===== src/rtl/core/tfcb_pkg.sv =====
package tfcb_pkg;

  // Register map: one register per 32-bit word
  localparam int unsigned REG_COUNT  = 2;
  localparam int unsigned ADDR_W     = 3;
  localparam int unsigned MAX_BYTES  = 7;
  localparam int unsigned CNT_W      = 3;

  typedef enum logic {
    REG_HEADER = 1'b0,
    REG_DEST   = 1'b1
  } reg_sel_t;

  localparam logic [7:0] HEADER_RST = 8'hAA;
  localparam logic [7:0] DEST_RST   = 8'hFF;

  typedef logic [7:0] byte_t;

  // One accepted input beat as held ahead of the framing logic
  typedef struct packed {
    byte_t payload_byte;
    logic  frame_start;
    byte_t function_code;
    byte_t payload_length;
  } in_beat_t;

  // Running frame state
  typedef struct packed {
    byte_t byte_sum;
    byte_t sum_of_sums;
    byte_t bytes_left;
  } frame_state_t;

  // Bytes produced by one input beat plus the updated frame state
  typedef struct packed {
    logic [MAX_BYTES-1:0][7:0] bytes;
    logic [CNT_W-1:0]          cnt;
    logic                      closes;
    frame_state_t              state;
  } frame_res_t;

endpackage


===== src/rtl/core/tfcb_frame_calc.sv =====
module tfcb_frame_calc (
  input  tfcb_pkg::in_beat_t     beat,
  input  tfcb_pkg::frame_state_t cur,
  input  tfcb_pkg::byte_t        header_byte,
  input  tfcb_pkg::byte_t        dest_address,
  output tfcb_pkg::frame_res_t   res
);
  import tfcb_pkg::*;

  byte_t s1;
  byte_t s2;
  byte_t left_base;
  byte_t left_new;
  logic  active;

  always_comb begin
    res    = '0;
    active = beat.frame_start || (cur.bytes_left != 8'd0);

    // Fresh sums on a start, then count the four header bytes
    if (beat.frame_start) begin
      s1 = 8'd0;
      s2 = 8'd0;
      s1 = s1 + header_byte;          s2 = s2 + s1;
      s1 = s1 + dest_address;         s2 = s2 + s1;
      s1 = s1 + beat.function_code;   s2 = s2 + s1;
      s1 = s1 + beat.payload_length;  s2 = s2 + s1;
      left_base = (beat.payload_length == 8'd0) ? 8'd1 : beat.payload_length;
    end else begin
      s1        = cur.byte_sum;
      s2        = cur.sum_of_sums;
      left_base = cur.bytes_left;
    end

    // Count the payload byte itself
    s1 = s1 + beat.payload_byte;
    s2 = s2 + s1;
    left_new   = left_base - 8'd1;
    res.closes = active && (left_new == 8'd0);

    if (!active) begin
      // Stray byte outside a frame: drop it, keep state
      res.state = cur;
    end else begin
      if (beat.frame_start) begin
        res.bytes[0] = header_byte;
        res.bytes[1] = dest_address;
        res.bytes[2] = beat.function_code;
        res.bytes[3] = beat.payload_length;
        res.bytes[4] = beat.payload_byte;
        res.bytes[5] = s1;
        res.bytes[6] = s2;
        res.cnt      = res.closes ? CNT_W'(7) : CNT_W'(5);
      end else begin
        res.bytes[0] = beat.payload_byte;
        res.bytes[1] = s1;
        res.bytes[2] = s2;
        res.cnt      = res.closes ? CNT_W'(3) : CNT_W'(1);
      end
      res.state.bytes_left  = left_new;
      res.state.byte_sum    = res.closes ? 8'd0 : s1;
      res.state.sum_of_sums = res.closes ? 8'd0 : s2;
    end
  end

endmodule


===== src/rtl/core/telemetry_frame_checksum_builder.sv =====
// Telemetry framer: each payload beat is taken into an input register and
// turned in one pass into the bytes it causes (header, address, function code
// and length ahead of a frame's first byte; the two modulo-256 checksum bytes
// after its last), which load an output buffer that sends one byte per cycle
// while out_stall is low. A payload beat inside a frame yields one byte, so
// payload flows at one byte per cycle unless stalled; a start beat yields five
// bytes, or seven if it also closes the frame, and a closing beat three. The
// output buffer drain sets the rate at which beats are taken. A new beat is
// taken while the last buffered byte is leaving, and a beat passes the hold
// register and then the output buffer before its first byte is on out_byte.
// Registers sit at byte addresses 0 (header byte, reset 0xAA) and 4
// (destination address, reset 0xFF); write them only while the block is idle.
module telemetry_frame_checksum_builder (
  input  logic                          clk,
  input  logic                          rst_n,
  // configuration
  input  logic                          psel,
  input  logic                          penable,
  input  logic                          pwrite,
  input  logic [tfcb_pkg::ADDR_W-1:0]   paddr,
  input  logic [31:0]                   pwdata,
  output logic [31:0]                   prdata,
  output logic                          pready,
  // payload in
  input  logic                          in_valid,
  output logic                          in_stall,
  input  logic [7:0]                    in_payload_byte,
  input  logic                          in_frame_start,
  input  logic [7:0]                    in_function_code,
  input  logic [7:0]                    in_payload_length,
  // framed bytes out
  output logic                          out_valid,
  input  logic                          out_stall,
  output logic [7:0]                    out_byte,
  output logic                          out_frame_end
);
  import tfcb_pkg::*;

  byte_t                     header_r;
  byte_t                     dest_r;
  frame_state_t              state_r;
  logic                      hold_v_r;
  in_beat_t                  hold_r;
  logic [MAX_BYTES-1:0][7:0] buf_r;
  logic [CNT_W-1:0]          cnt_r;
  logic                      close_r;

  frame_res_t                res;
  logic                      cfg_wr;
  reg_sel_t                  sel;
  logic                      in_take;
  logic                      out_take;
  logic                      buf_free;
  logic                      load;

  // Register access
  assign pready = 1'b1;
  assign cfg_wr = psel && penable && pwrite;
  assign sel    = reg_sel_t'(paddr[2]);

  always_comb begin
    unique case (sel)
      REG_HEADER: prdata = {24'd0, header_r};
      REG_DEST:   prdata = {24'd0, dest_r};
      default:    prdata = '0;
    endcase
  end

  always_ff @(posedge clk) begin
    if (!rst_n) begin
      header_r <= HEADER_RST;
      dest_r   <= DEST_RST;
    end else if (cfg_wr) begin
      unique case (sel)
        REG_HEADER: header_r <= pwdata[7:0];
        REG_DEST:   dest_r   <= pwdata[7:0];
        default:    ;
      endcase
    end
  end

  // Handshakes: load the buffer once it empties this cycle
  assign out_take = out_valid && !out_stall;
  assign buf_free = (cnt_r == '0) || ((cnt_r == CNT_W'(1)) && out_take);
  assign load     = hold_v_r && buf_free;
  assign in_stall = hold_v_r && !load;
  assign in_take  = in_valid && !in_stall;

  // Hold the accepted beat
  always_ff @(posedge clk) begin
    if (!rst_n) begin
      hold_v_r <= 1'b0;
    end else if (in_take) begin
      hold_v_r <= 1'b1;
    end else if (load) begin
      hold_v_r <= 1'b0;
    end
  end

  always_ff @(posedge clk) begin
    if (in_take) begin
      hold_r.payload_byte   <= in_payload_byte;
      hold_r.frame_start    <= in_frame_start;
      hold_r.function_code  <= in_function_code;
      hold_r.payload_length <= in_payload_length;
    end
  end

  tfcb_frame_calc u_calc (
    .beat         (hold_r),
    .cur          (state_r),
    .header_byte  (header_r),
    .dest_address (dest_r),
    .res          (res)
  );

  // Advance frame state on each load
  always_ff @(posedge clk) begin
    if (!rst_n) begin
      state_r <= '0;
    end else if (load) begin
      state_r <= res.state;
    end
  end

  // Output buffer: load a beat's bytes, shift one out per taken beat
  always_ff @(posedge clk) begin
    if (!rst_n) begin
      cnt_r   <= '0;
      close_r <= 1'b0;
    end else if (load) begin
      cnt_r   <= res.cnt;
      close_r <= res.closes;
    end else if (out_take) begin
      cnt_r   <= cnt_r - CNT_W'(1);
    end
  end

  always_ff @(posedge clk) begin
    if (load) begin
      buf_r <= res.bytes;
    end else if (out_take) begin
      buf_r <= buf_r >> 8;
    end
  end

  assign out_valid     = (cnt_r != '0);
  assign out_byte      = buf_r[0];
  assign out_frame_end = close_r && (cnt_r == CNT_W'(1));

endmodule


===== config.mk =====
export PLATFORM = sky130hd
export DESIGN_NAME = telemetry_frame_checksum_builder
export DESIGN_NICKNAME = d
export VERILOG_FILES = /design/src/rtl/core/tfcb_pkg.sv /design/src/rtl/core/tfcb_frame_calc.sv /design/src/rtl/core/telemetry_frame_checksum_builder.sv
export SDC_FILE = /design/constraint.sdc
export NUM_CORES = 1
export LEC_CHECK = 0
export ABC_AREA = 1
export BUFFER_PORTS_ARGS = -buffer_cell sky130_fd_sc_hd__buf_2
export CAP_MARGIN = 20
export CORE_MARGIN = 2
export CORE_UTILIZATION = 55
export DETAILED_ROUTE_END_ITERATION = 7
export PLACE_DENSITY_LB_ADDON = 0.3
export SLEW_MARGIN = 0
export SYNTH_ARGS = -nofsm -noshare
export SYNTH_HDL_FRONTEND = slang
export SYNTH_SLANG_ARGS = --single-unit

===== constraint.sdc =====
create_clock -name clk -period 7.25 [get_ports clk]
set_input_delay 1.0875 -clock clk [delete_from_list [all_inputs] [get_ports clk]]
set_output_delay 1.0875 -clock clk [all_outputs]
set_load 0.02 [all_outputs]

; ---- Word level (Yosys, flattened, before mapping)
; Index checks and enable logic that the tools add are counted.
[totals]
reg_bits = 126
in_bits = 67
output_inout_bits = 44
word_cells = 73
[classes]
n_addsub = 10
n_eq_ne = 1
muxes = 18
bitwise = 1
n_reduce_logical = 24
[ops]
columns = cell, n
row1 = 56-bit two-way mux, 2
row2 = 8-bit adder, 8
row3 = 32-bit case mux with 2 select lines, 1
row4 = 59-bit two-way mux, 1
row5 = 8-bit two-way mux, 6
row6 = 32-bit two-way mux, 1
row7 = 27-bit two-way mux, 1
row8 = 8-bit logical NOT, 2
row9 = 1-bit logical AND, 9
row10 = 8-bit nonzero test, 1
row11 = "8-bit by 1-bit subtractor with 8-bit output, second input constant", 1
row12 = 3-bit two-way mux, 2
row13 = 2-bit AND reduction, 3
row14 = 2-bit two-way mux, 2
row15 = 2-bit nonzero test, 2
row16 = "3-bit by 1-bit equality test with 1-bit output, second input constant", 1
row17 = 1-bit logical NOT, 3
row18 = 3-bit logical NOT, 1
row19 = 3-bit nonzero test, 1
row20 = "3-bit by 1-bit subtractor with 3-bit output, second input constant", 1
row21 = 1-bit logical OR, 2
row22 = 1-bit two-way mux, 2
row23 = 1-bit inverter, 1

; ---- Logic depth before layout (Yosys ltp)
; Gate-level depths: netlist of the first run.
[depth]
ltp_word = 10
depth_mapped = 41
mapped_depth_nobuf = 41

; ---- Hierarchy
; Synthesis of the first run repeated with hierarchy kept, for this count alone.
[unflattened]
cells_unflattened = 1125
hier_area_um2 = 8699.6
[by_module_without_submodules]
columns = mod, n_inst, cells_per_inst, area_each_um2, seq_area_each_um2
row1 = telemetry_frame_checksum_builder, 1, 543, 5225.0, 3333.2
row2 = tfcb_frame_calc, 1, 582, 3474.6, 0.0

; ---- Least setup slack after synthesis of the first run
; Ideal clock, no wire load.
[synth_timing]
path_kind = register to register
from = register header_r[0]
to = register buf_r[23] (netlist bit) (data pin)
arrival_ns = 5.945
slack_ns = 1.053
path_stages_with_launch = 36
path_buffers = 0
path_cell_list = dfxtp_1 > ha_1 > inv_1 > fa_1 > xnor2_1 > ha_1 > xor2_1 > inv_1 > ha_1 > a21oi_1 > nand2_1 > xnor2_1 > fa_1 > fa_1 > inv_1 > ha_1 > a21oi_1 > inv_1 > a31oi_1 > nor2_1 > nor2_1 > nor2_1 > nor2_1 > xor2_1 > o21ai_0 > ha_1 > a21oi_1 > o21ai_0 > a31oi_1 > nand3_1 > nand2_1 > nand3_1 > nand2_1 > nand2_1 > nand2_1 > nand2_1
[synth_between]
elab_chain_len = 9
word_cells_on_any_way = 13
classes_between = add/sub: 8 / mux: 5
[synth_rtl]
columns = element, line_no
row1 = start: declaration, telemetry_frame_checksum_builder.sv:39  ; byte_t header_r;
row2 = start signal: assignment, telemetry_frame_checksum_builder.sv:75  ; REG_HEADER: header_r <= pwdata[7:0];
row3 = 8-bit adder, tfcb_frame_calc.sv:25  ; s1 = s1 + dest_address; s2 = s2 + s1;
row4 = 8-bit adder (on tied branches), "tfcb_frame_calc.sv:25, tfcb_frame_calc.sv:26"
row5 = 8-bit adder (on tied branches), "tfcb_frame_calc.sv:26, tfcb_frame_calc.sv:27"
row6 = 8-bit adder / 8-bit two-way mux (equally long branches), "tfcb_frame_calc.sv:27, tfcb_frame_calc.sv:21"
row7 = 8-bit two-way mux / 8-bit adder (equally long branches), "tfcb_frame_calc.sv:21, tfcb_frame_calc.sv:36"
row8 = 8-bit adder (*), tfcb_frame_calc.sv:37  ; s2 = s2 + s1;
row9 = 27-bit two-way mux (*), tfcb_frame_calc.sv:45  ; if (beat.frame_start) begin
row10 = 59-bit two-way mux (*), tfcb_frame_calc.sv:41  ; if (!active) begin
row11 = 56-bit two-way mux (*), telemetry_frame_checksum_builder.sv:140  ; if (load) begin
row12 = end signal: assignment, telemetry_frame_checksum_builder.sv:141  ; buf_r <= res.bytes;
row13 = end signal: assignment, telemetry_frame_checksum_builder.sv:143  ; buf_r <= buf_r >> 8;
row14 = end: declaration, telemetry_frame_checksum_builder.sv:44  ; logic [MAX_BYTES-1:0][7:0] buf_r;
; Mark *: on every way between the ends. The rest lies on a longest branch, timed or not.
; A chain may end at the register's enable or synchronous reset.

; ---- Worst setup path in the final report of the first run
; Ends and elaborated chain as after synthesis.

==> results_dict.tcl, run 1 <==
set metrics [dict create \
    synthArstFlopShare 0 \
    synth_edf_count 81 \
    crit_arrival_ns 7.01 \
    reg2reg_slack_ns 0.41 \
    hp-class "register to register" \
    grt_overflow 0 \
    setup_viol 0 \
    critical-path-max-stage-delay_ns 0.56 \
    setup_slack_ns 0.4089 \
    synth-adder-area-share 0.1215 \
    synthXorXnorAreaFrac 0.04099 \
    dieArea_um2 15350 \
    final_hold_viol_count 0 \
    cts_max_path_buffers 2 \
    synth.avg_cell_area_um2 8.253 \
    ys_top_cells_by_area "edfxtp_1 (31%), dfxtp_1 (11%), nand2_1 (11%)" \
    chipWidth_um 123.9 \
    rr_startpoint "header_r[0]" \
    finalCritPeriodShare 0.9436 \
    r2r-end "buf_r[23]" \
    dieHeight_um 123.9 \
    r2r_cells 36 \
    tightestPinTransition_ns 1.028 \
    synthCells 958 \
    drt_iter0_drc 770 \
    num_rows 43 \
    synth_compound_area_frac 0.1301 \
    post-synth-top-count-cell "nand2_1" \
    startpoint "header_r[0]" \
    area_growth_pct 12.47 \
    path_class "register to register" \
    place_worst_setup_slack_ns 0.1099 \
    fmax_mhz 146.2 \
    ys.flop_type "edfxtp_1" \
    first_pass_iters 5 \
    htree_levels 4 \
    cts.root.buffer_cell "clkbuf_16" \
    endpoint "buf_r[23]" \
    worst_path_max_delay_cell "fa_1" \
    synth_top_family_by_area "simple AND/OR/NAND/NOR gates" \
    skew_ns 0.007601 \
    wl_per_cell_um 16.72 \
    ant_nets 0 \
    finalMaxSlewViolations 0 \
    maxCapViolations 0 \
    grt_pass1_vias 5538 \
    nNetsFinal 1143 \
    cp_max_fo 6 \
    netlist_area_um2 7906 \
    stdcell_count 1203 \
    end_kind "register" \
    synth_cell_types 39 \
    initial_core_util 0.5674 \
    io_buffer_count 59 \
    synth-simple-area-share 0.1734 \
    place.gp.congestion 0.9156 \
    yosysSeqAreaShare 0.4216 \
    cts_sinks 126 \
    drive_gt1_frac 0.1261 \
    viasPerCell 5.418 \
    status "finished clean" \
    core_um2 13930 \
    via_count 6518 \
    yosys.area.top_type "edfxtp_1" \
    place_hpwl_mm 14.56 \
    grt_first_pass_wirelength_mm 30.28 \
    path_clk_slew_ns 0.05 \
    dp.cells 1163 \
    drcViolationCount 0 \
    clock_latency_ns 0.42 \
    drt_wl_total_mm 20.12 \
    max_slew_margin 0.3146 \
    synth_warnings 0 \
    diodes 0 \
    grtUsageTotal 0.2716 \
    finalCriticalPeriod_ns 6.841 \
    synth_seq_cells 126 \
    antenna_found_initial 0 \
    synth.area.mux_share 0 \
    grt_max_degree 61 \
    io_pins 111 \
    yosys.area.top_type_share 0.3076 \
    synth_common_cells "nand2_1 (238), inv_1 (128), o21ai_0 (108)" \
    worstPathRequired_ns 7.42 \
    cts_made_buffers 17 \
    cts_tree "done" \
    start_kind "register" \
]
[state kept, by name, summed over array words and instances, names as in the netlist]
register / flops
close_r: 1
cnt_r: 3
state_r: 24
buf_r: 48
out_byte: 8
dest_r: 8
header_r: 8
hold_v_r: 1
hold_r: 25
[logic make-up (layout without fill, tap and decap cells)]
| logic type | after synthesis | count (layout) |
|---|---|---|
| AND/OR/NAND/NOR | 336 | 336 |
| buffers and inverters | 196 | 238 |
| AO/OA/AOI/OAI | 195 | 195 |
| flip-flops | 126 | 126 |
| adder cells (fa/ha/maj) | 66 | 66 |
| XOR/XNOR | 37 | 37 |
| other | 2 | 25 |
[timing repair]
action / 4_1_cts / 5_1_grt
setup buffers: 0 / 7
endpoints found under the setup margin: 0 / 5
hold buffers: 0 / 0
resized for setup: 0 / 18
[how the worst min path moves through the flow]
stage                           start           to  slack, ns  depth (start not counted)
after detailed placement  state_r[16]  state_r[16]       0.46                          2
final                         close_r      close_r       0.46                          2
after global routing      state_r[14]  state_r[14]       0.48                          2
after CTS                 state_r[16]  state_r[16]       0.46                          2
after global placement    state_r[16]  state_r[16]       0.45                          2
after floorplan               close_r      close_r       0.45                          2
[routing by layer]
layer,part of all wire,up-vias,track usage
met1,0.43,2969,0.3883
met4,0.033,0,0.1088
met3,0.090,38,0.04899
met2,0.45,326,0.4104
li1,-,3185,-
met5,0,-,0
[stage by stage]
step | setup TNS, ns | instance area (µm²) | hold slack (ns) | util
after global placement | 0 | 8179 | 0.4528 | 0.5870
after floorplan | 0 | 7993 | 0.4453 | -
after global routing | -0.02312 | 8892 | 0.4789 | 0.6381
after CTS | 0 | 8740 | 0.4638 | 0.6272
final | 0 | 8892 | 0.4639 | 0.6381
after detailed placement | 0 | 8179 | 0.4556 | 0.5870
[cell usage in the layout, fill, tap and decap left out, types with 25 or more instances in the layout]
cell / synthesis / final
dfxtp_1: 45 / 44
nand2_1: 238 / 234
o21ai_0: 108 / 105
nor2_1: 39 / 39
ha_1: 48 / 45
buf_2: 2 / 59
a21oi_1: 58 / 57
inv_1: 128 / 128
conb_1: 2 / 25
edfxtp_1: 81 / 81
nand3_1: 38 / 38
[final cells by class]
type / instances / area [µm²]
clock inverters: 9 / 92.59
multi-input cells: 659 / 3852
flip-flops and latches: 126 / 3334
fillers: 1187 / 5042
well taps: 180 / 225.2
inverters: 133 / 499.2
clock buffers: 23 / 467.9
repair buffers: 73 / 420.4
[critical path: cells and delay by family (launching register included)]
kind / cells / cell delay, ns
buf+inv: 6 / 0.35
fa+ha+maj: 8 / 3.21
xor+xnor: 3 / 0.68
flops: 1 / 0.35
simple gates: 12 / 0.92
compound gates: 7 / 1.08
Power of run 1 is not shown: default switching activity piles up to over one toggle a cycle in this logic, so the estimate is an artifact.
==> inputs of run 2 (changes only) <==
- BUFFER_PORTS_ARGS: -buffer_cell sky130_fd_sc_hd__buf_2 -> -buffer_cell sky130_fd_sc_hd__clkbuf_2
- HOLD_SLACK_MARGIN: default -> 0.03
==> run 2 against run 1 <==
- core utilization increased by 0.099 points
- cell count unchanged
- via count is 1.2% higher
- count of clock-buffer cells in the layout decreased by 5
- first-iteration DRC count shrank 12%
- die area unchanged
- flip-flop and latch count unchanged
- hold slack improved by 0.0016 ns
- critical path type unchanged
==> results_dict.tcl, run 2 (synthesis results as in run 1) <==
set metrics [dict create \
    status "finished clean" \
    crit_arrival_ns 7.14 \
    place.gp.congestion 0.9060 \
    viasPerCell 5.485 \
    drt_iter0_drc 674 \
    worstPathRequired_ns 7.43 \
    nNetsFinal 1143 \
    wl_met3_mm 1.871 \
    grt_max_degree 61 \
    cts_max_path_buffers 2 \
    clock_latency_ns 0.43 \
    setup_viol 0 \
    cts_sinks 126 \
    crit_path_frequent_cell "nand2_1" \
    wl_per_cell_um 17.11 \
    cts_made_buffers 17 \
    end_kind "register" \
    timing.hold.ws_ns 0.4654 \
    largestRegisters "buf_r (48), hold_r (25), state_r (24)" \
    grtUsageTotal 0.2775 \
    final_util 0.6391 \
    rr_startpoint "header_r[0]" \
    area_growth_pct 12.64 \
    cts-hold-fix-buffers 0 \
    path_class "register to register" \
    tightestPinTransition_ns 0.9680 \
    first_pass_iters 5 \
    grt_overflow 0 \
    startpoint "header_r[0]" \
    initial_core_util 0.5674 \
    fmax_mhz 143.7 \
    place_hpwl_mm 14.68 \
    max_slew_margin 0.3507 \
    chipWidth_um 123.9 \
    dieHeight_um 123.9 \
    diodes 0 \
    wl_met1_mm 8.670 \
    htree_levels 4 \
    antenna_found_initial 0 \
    wl_met2_mm 9.571 \
    via_count 6598 \
    worst_path_max_delay_cell "fa_1" \
    largest-register "buf_r" \
    grt_first_pass_wirelength_mm 30.89 \
    hp-class "register to register" \
    drt_wl_total_mm 20.58 \
    skew_ns 0.008146 \
    dieArea_um2 15350 \
    io_pins 111 \
    largest_register_ffs 48 \
    path_clk_slew_ns 0.06 \
    maxCapViolations 0 \
    grt_pass1_vias 5842 \
    cts_tree "done" \
    cts.root.buffer_cell "clkbuf_16" \
    cp_max_fo 6 \
    drcViolationCount 0 \
    core_um2 13930 \
    start_kind "register" \
    ant_nets 0 \
    finalCriticalPeriod_ns 6.960 \
    critical-path-max-stage-delay_ns 0.56 \
    final_cell_mix "nand2_1 (236), inv_1 (128), o21ai_0 (106)" \
    final_hold_viol_count 0 \
    finalMaxSlewViolations 0 \
    hp-start "state_r[18]" \
    top_layer "met4" \
    finalCritPeriodShare 0.9599 \
    io_buffer_count 59 \
    num_rows 43 \
    final_common_cell "nand2_1" \
    drive_gt1_frac 0.1261 \
]
## run 2: cell count changes in the layout (fill, tap and decap cells not counted), moves of 2 or more
cell | before | now
nand2_1 | 234 | 236
ha_1 | 45 | 47
clkbuf_2 | 0 | 59
clkinvlp_4 | 0 | 2
buf_2 | 59 | 0
clkbuf_8 | 2 | 0
nand2_2 | 5 | 3
clkbuf_1 | 4 | 1
## run 2: worst paths after layout
check,slack [ns],end,cells past startpoint
hold / removal,0.47,state_r[18],2
setup reg to reg,0.29,buf_r[23],37
hold reg to reg,0.47,state_r[18],2
setup / recovery,0.29,buf_r[23],37
## run 2: layout make-up
type / instances / area (µm²)
clock inverter: 14 / 150.1
tap: 180 / 225.2
timing repair buffer: 73 / 420.4
multi-input combinational: 659 / 3847
sequential: 126 / 3334
clock buffer: 18 / 429.2
inverter: 133 / 499.2
fill: 1195 / 5029
## run 2: routing by layer
layer / track usage / up-vias
li1: - / 3181
met1: 0.3769 / 3053
met2: 0.4409 / 327
met3: 0.06410 / 37
met4: 0.09199 / 0
met5: 0 / -
## run 2: timing repair
action                                  in CTS  in global routing
hold endpoints to repair                     0                  0
endpoints found under the setup margin       0                  3
resized for setup                            0                 15
setup buffers                                0                  6
## run 2: critical path: cells and delay by family (launching register included)
family                   cells  cell delay, ns
adder cells (fa/ha/maj)      8            2.99
AO/OA/AOI/OAI                7            1.13
XOR/XNOR                     4            0.94
AND/OR/NAND/NOR             12            0.89
flip-flops                   1            0.38
buffers and inverters        6            0.36
## run 2: per-stage QoR
stage                     setup WS (ns)  cell area (µm²)  instances  setup TNS (ns)
after floorplan                   1.053             7993        981               0
after global placement           0.2422             8187       1164               0
after detailed placement         0.2185             8187       1164               0
after CTS                       0.05587             8766       1196               0
after global routing           -0.06261             8906       1203        -0.06261
final                            0.2904             8906       1203               0
Power of run 2 is left out for the same reason.
==> inputs of run 3 (changes only) <==
- RECOVER_POWER: default -> 50
==> run 3 against run 2 <==
- routed wire length increased by 0.28%
- the flow now finishes with violations (capacitance limit, slew limit)
- clock skew about the same
- critical endpoint unchanged
- non-clock buffer count is the same
- design area shrank 0.60%
- count of clock-buffer cells in the layout stayed put
- fmax increased by 0.47%
- flip-flop and latch count stayed put
- critical path depth unchanged
- first-iteration DRC count rose by 4.2%
==> results_dict.tcl, run 3 (synthesis results as in run 1) <==
set metrics [dict create \
    diodes 0 \
    critical-path-max-stage-delay_ns 0.56 \
    crit_path_frequent_cell "nand2_1" \
    startpoint "header_r[0]" \
    final_cell_mix "nand2_1 (236), inv_1 (129), o21ai_0 (107)" \
    viasPerCell 5.509 \
    clock_latency_ns 0.43 \
    crit_family "adder cells" \
    worstPathRequired_ns 7.44 \
    skew_ns 0.008000 \
    end_kind "register" \
    top_layer "met4" \
    setup_viol 0 \
    finalCriticalPeriod_ns 6.927 \
    core_um2 13930 \
    drt_iter0_drc 702 \
    hp-class "register to register" \
    largest_register_ffs 48 \
    dieArea_um2 15350 \
    cts.root.buffer_cell "clkbuf_16" \
    cts_sinks 126 \
    r2r-end "buf_r[23]" \
    grt_pass1_vias 5842 \
    final_area_um2 8852 \
    num_rows 43 \
    dpl_cell_area_um2 8187 \
    initial_core_util 0.5674 \
    io_buffer_count 59 \
    first_pass_iters 6 \
    start_kind "register" \
    final.fill_count 1211 \
    place_hpwl_mm 14.68 \
    finalMaxSlewViolations 61 \
    r2r_cells 37 \
    tightestPinTransition_ns 3.253 \
    cp_max_fo 6 \
    path_clk_slew_ns 0.06 \
    drive_gt1_frac 0.1085 \
    status "complete, but fails checks" \
    io_pins 111 \
    min_to "state_r[17]" \
    wl_met1_mm 8.628 \
    via_count 6627 \
    cts_made_buffers 17 \
    path_class "register to register" \
    wl_per_cell_um 17.16 \
    dieHeight_um 123.9 \
    hp-start "state_r[17]" \
    cts-hold-fix-buffers 0 \
    finalCritPeriodShare 0.9555 \
    drcViolationCount 0 \
    dp.cells 1164 \
    maxCapViolations 1 \
    min_path_cells 2 \
    ant_nets 0 \
    grt_overflow 0 \
    tns_ns 0 \
    final_util 0.6353 \
    grt_first_pass_wirelength_mm 30.89 \
    cts_max_path_buffers 2 \
    place.gp.congestion 0.9060 \
    wl_met3_mm 1.938 \
    largestRegisters "buf_r (48), hold_r (25), state_r (24)" \
    grt_max_degree 61 \
    stdcell_count 1203 \
    worst_path_max_delay_cell "fa_1" \
    reg2reg_slack_ns 0.32 \
    nNetsFinal 1143 \
    crit_arrival_ns 7.11 \
    cts_tree "done" \
    grtUsageTotal 0.2775 \
    final_hold_viol_count 0 \
    max_slew_margin -1.169 \
    area_growth_pct 11.96 \
    cp.buffers_inverters 6 \
    antenna_found_initial 0 \
    final_common_cell "nand2_1" \
    largest-register "buf_r" \
    htree_levels 4 \
    fmax_mhz 144.4 \
    chipWidth_um 123.9 \
    drt_wl_total_mm 20.64 \
    violations "capacitance limit, slew limit" \
    wl_met2_mm 9.560 \
    rr_startpoint "header_r[0]" \
]
run 3: tightest hold or removal path: cells and delay by family, from the launching register on:
kind / cells / cell delay, ns
compound gates: 1 / 0.05
flops: 1 / 0.31
simple gates: 1 / 0.06
run 3: layout make-up:
| type | instances | area, µm² | share of cell area |
|---|---|---|---|
| Multi-Input combinational cell | 659 | 3837 | 0.4335 |
| Sequential cell | 126 | 3334 | 0.3767 |
| Inverter | 133 | 499.2 | 0.05640 |
| Clock buffer | 18 | 429.2 | 0.04848 |
| Timing Repair Buffer | 73 | 376.6 | 0.04254 |
| Tap cell | 180 | 225.2 | 0.02544 |
| Clock inverter | 14 | 150.1 | 0.01696 |
run 3: layer usage:
| layer | vias to the layer above | GRT usage |
|---|---|---|
| met5 | - | 0 |
| li1 | 3184 | - |
| met1 | 3068 | 0.3769 |
| met3 | 42 | 0.06410 |
| met4 | 0 | 0.09199 |
| met2 | 333 | 0.4409 |
run 3: stage by stage:
stage | hold WS, ns | setup slack [ns]
2_1_floorplan | 0.4453 | 1.053
3_3_place_gp | 0.4519 | 0.2422
5_1_grt | 0.4927 | -0.06075
4_1_cts | 0.4643 | 0.05587
6_report | 0.4653 | 0.3228
3_5_place_dp | 0.4553 | 0.2185
run 3: worst max-delay path by stage:
stage / cells past startpoint / end / slack (ns)
4_1_cts: 37 / buf_r[23] / 0.06
3_3_place_gp: 35 / buf_r[23] / 0.24
5_1_grt: 37 / buf_r[23] / -0.06
6_report: 37 / buf_r[23] / 0.32
2_1_floorplan: 35 / buf_r[23] / 1.05
3_5_place_dp: 35 / buf_r[23] / 0.22
run 3: timing repair:
action | in CTS | in global routing
setup buffers | 0 | 6
gates resized for setup | 0 | 15
setup endpoints to repair | 0 | 3
Power of run 3 is left out for the same reason.
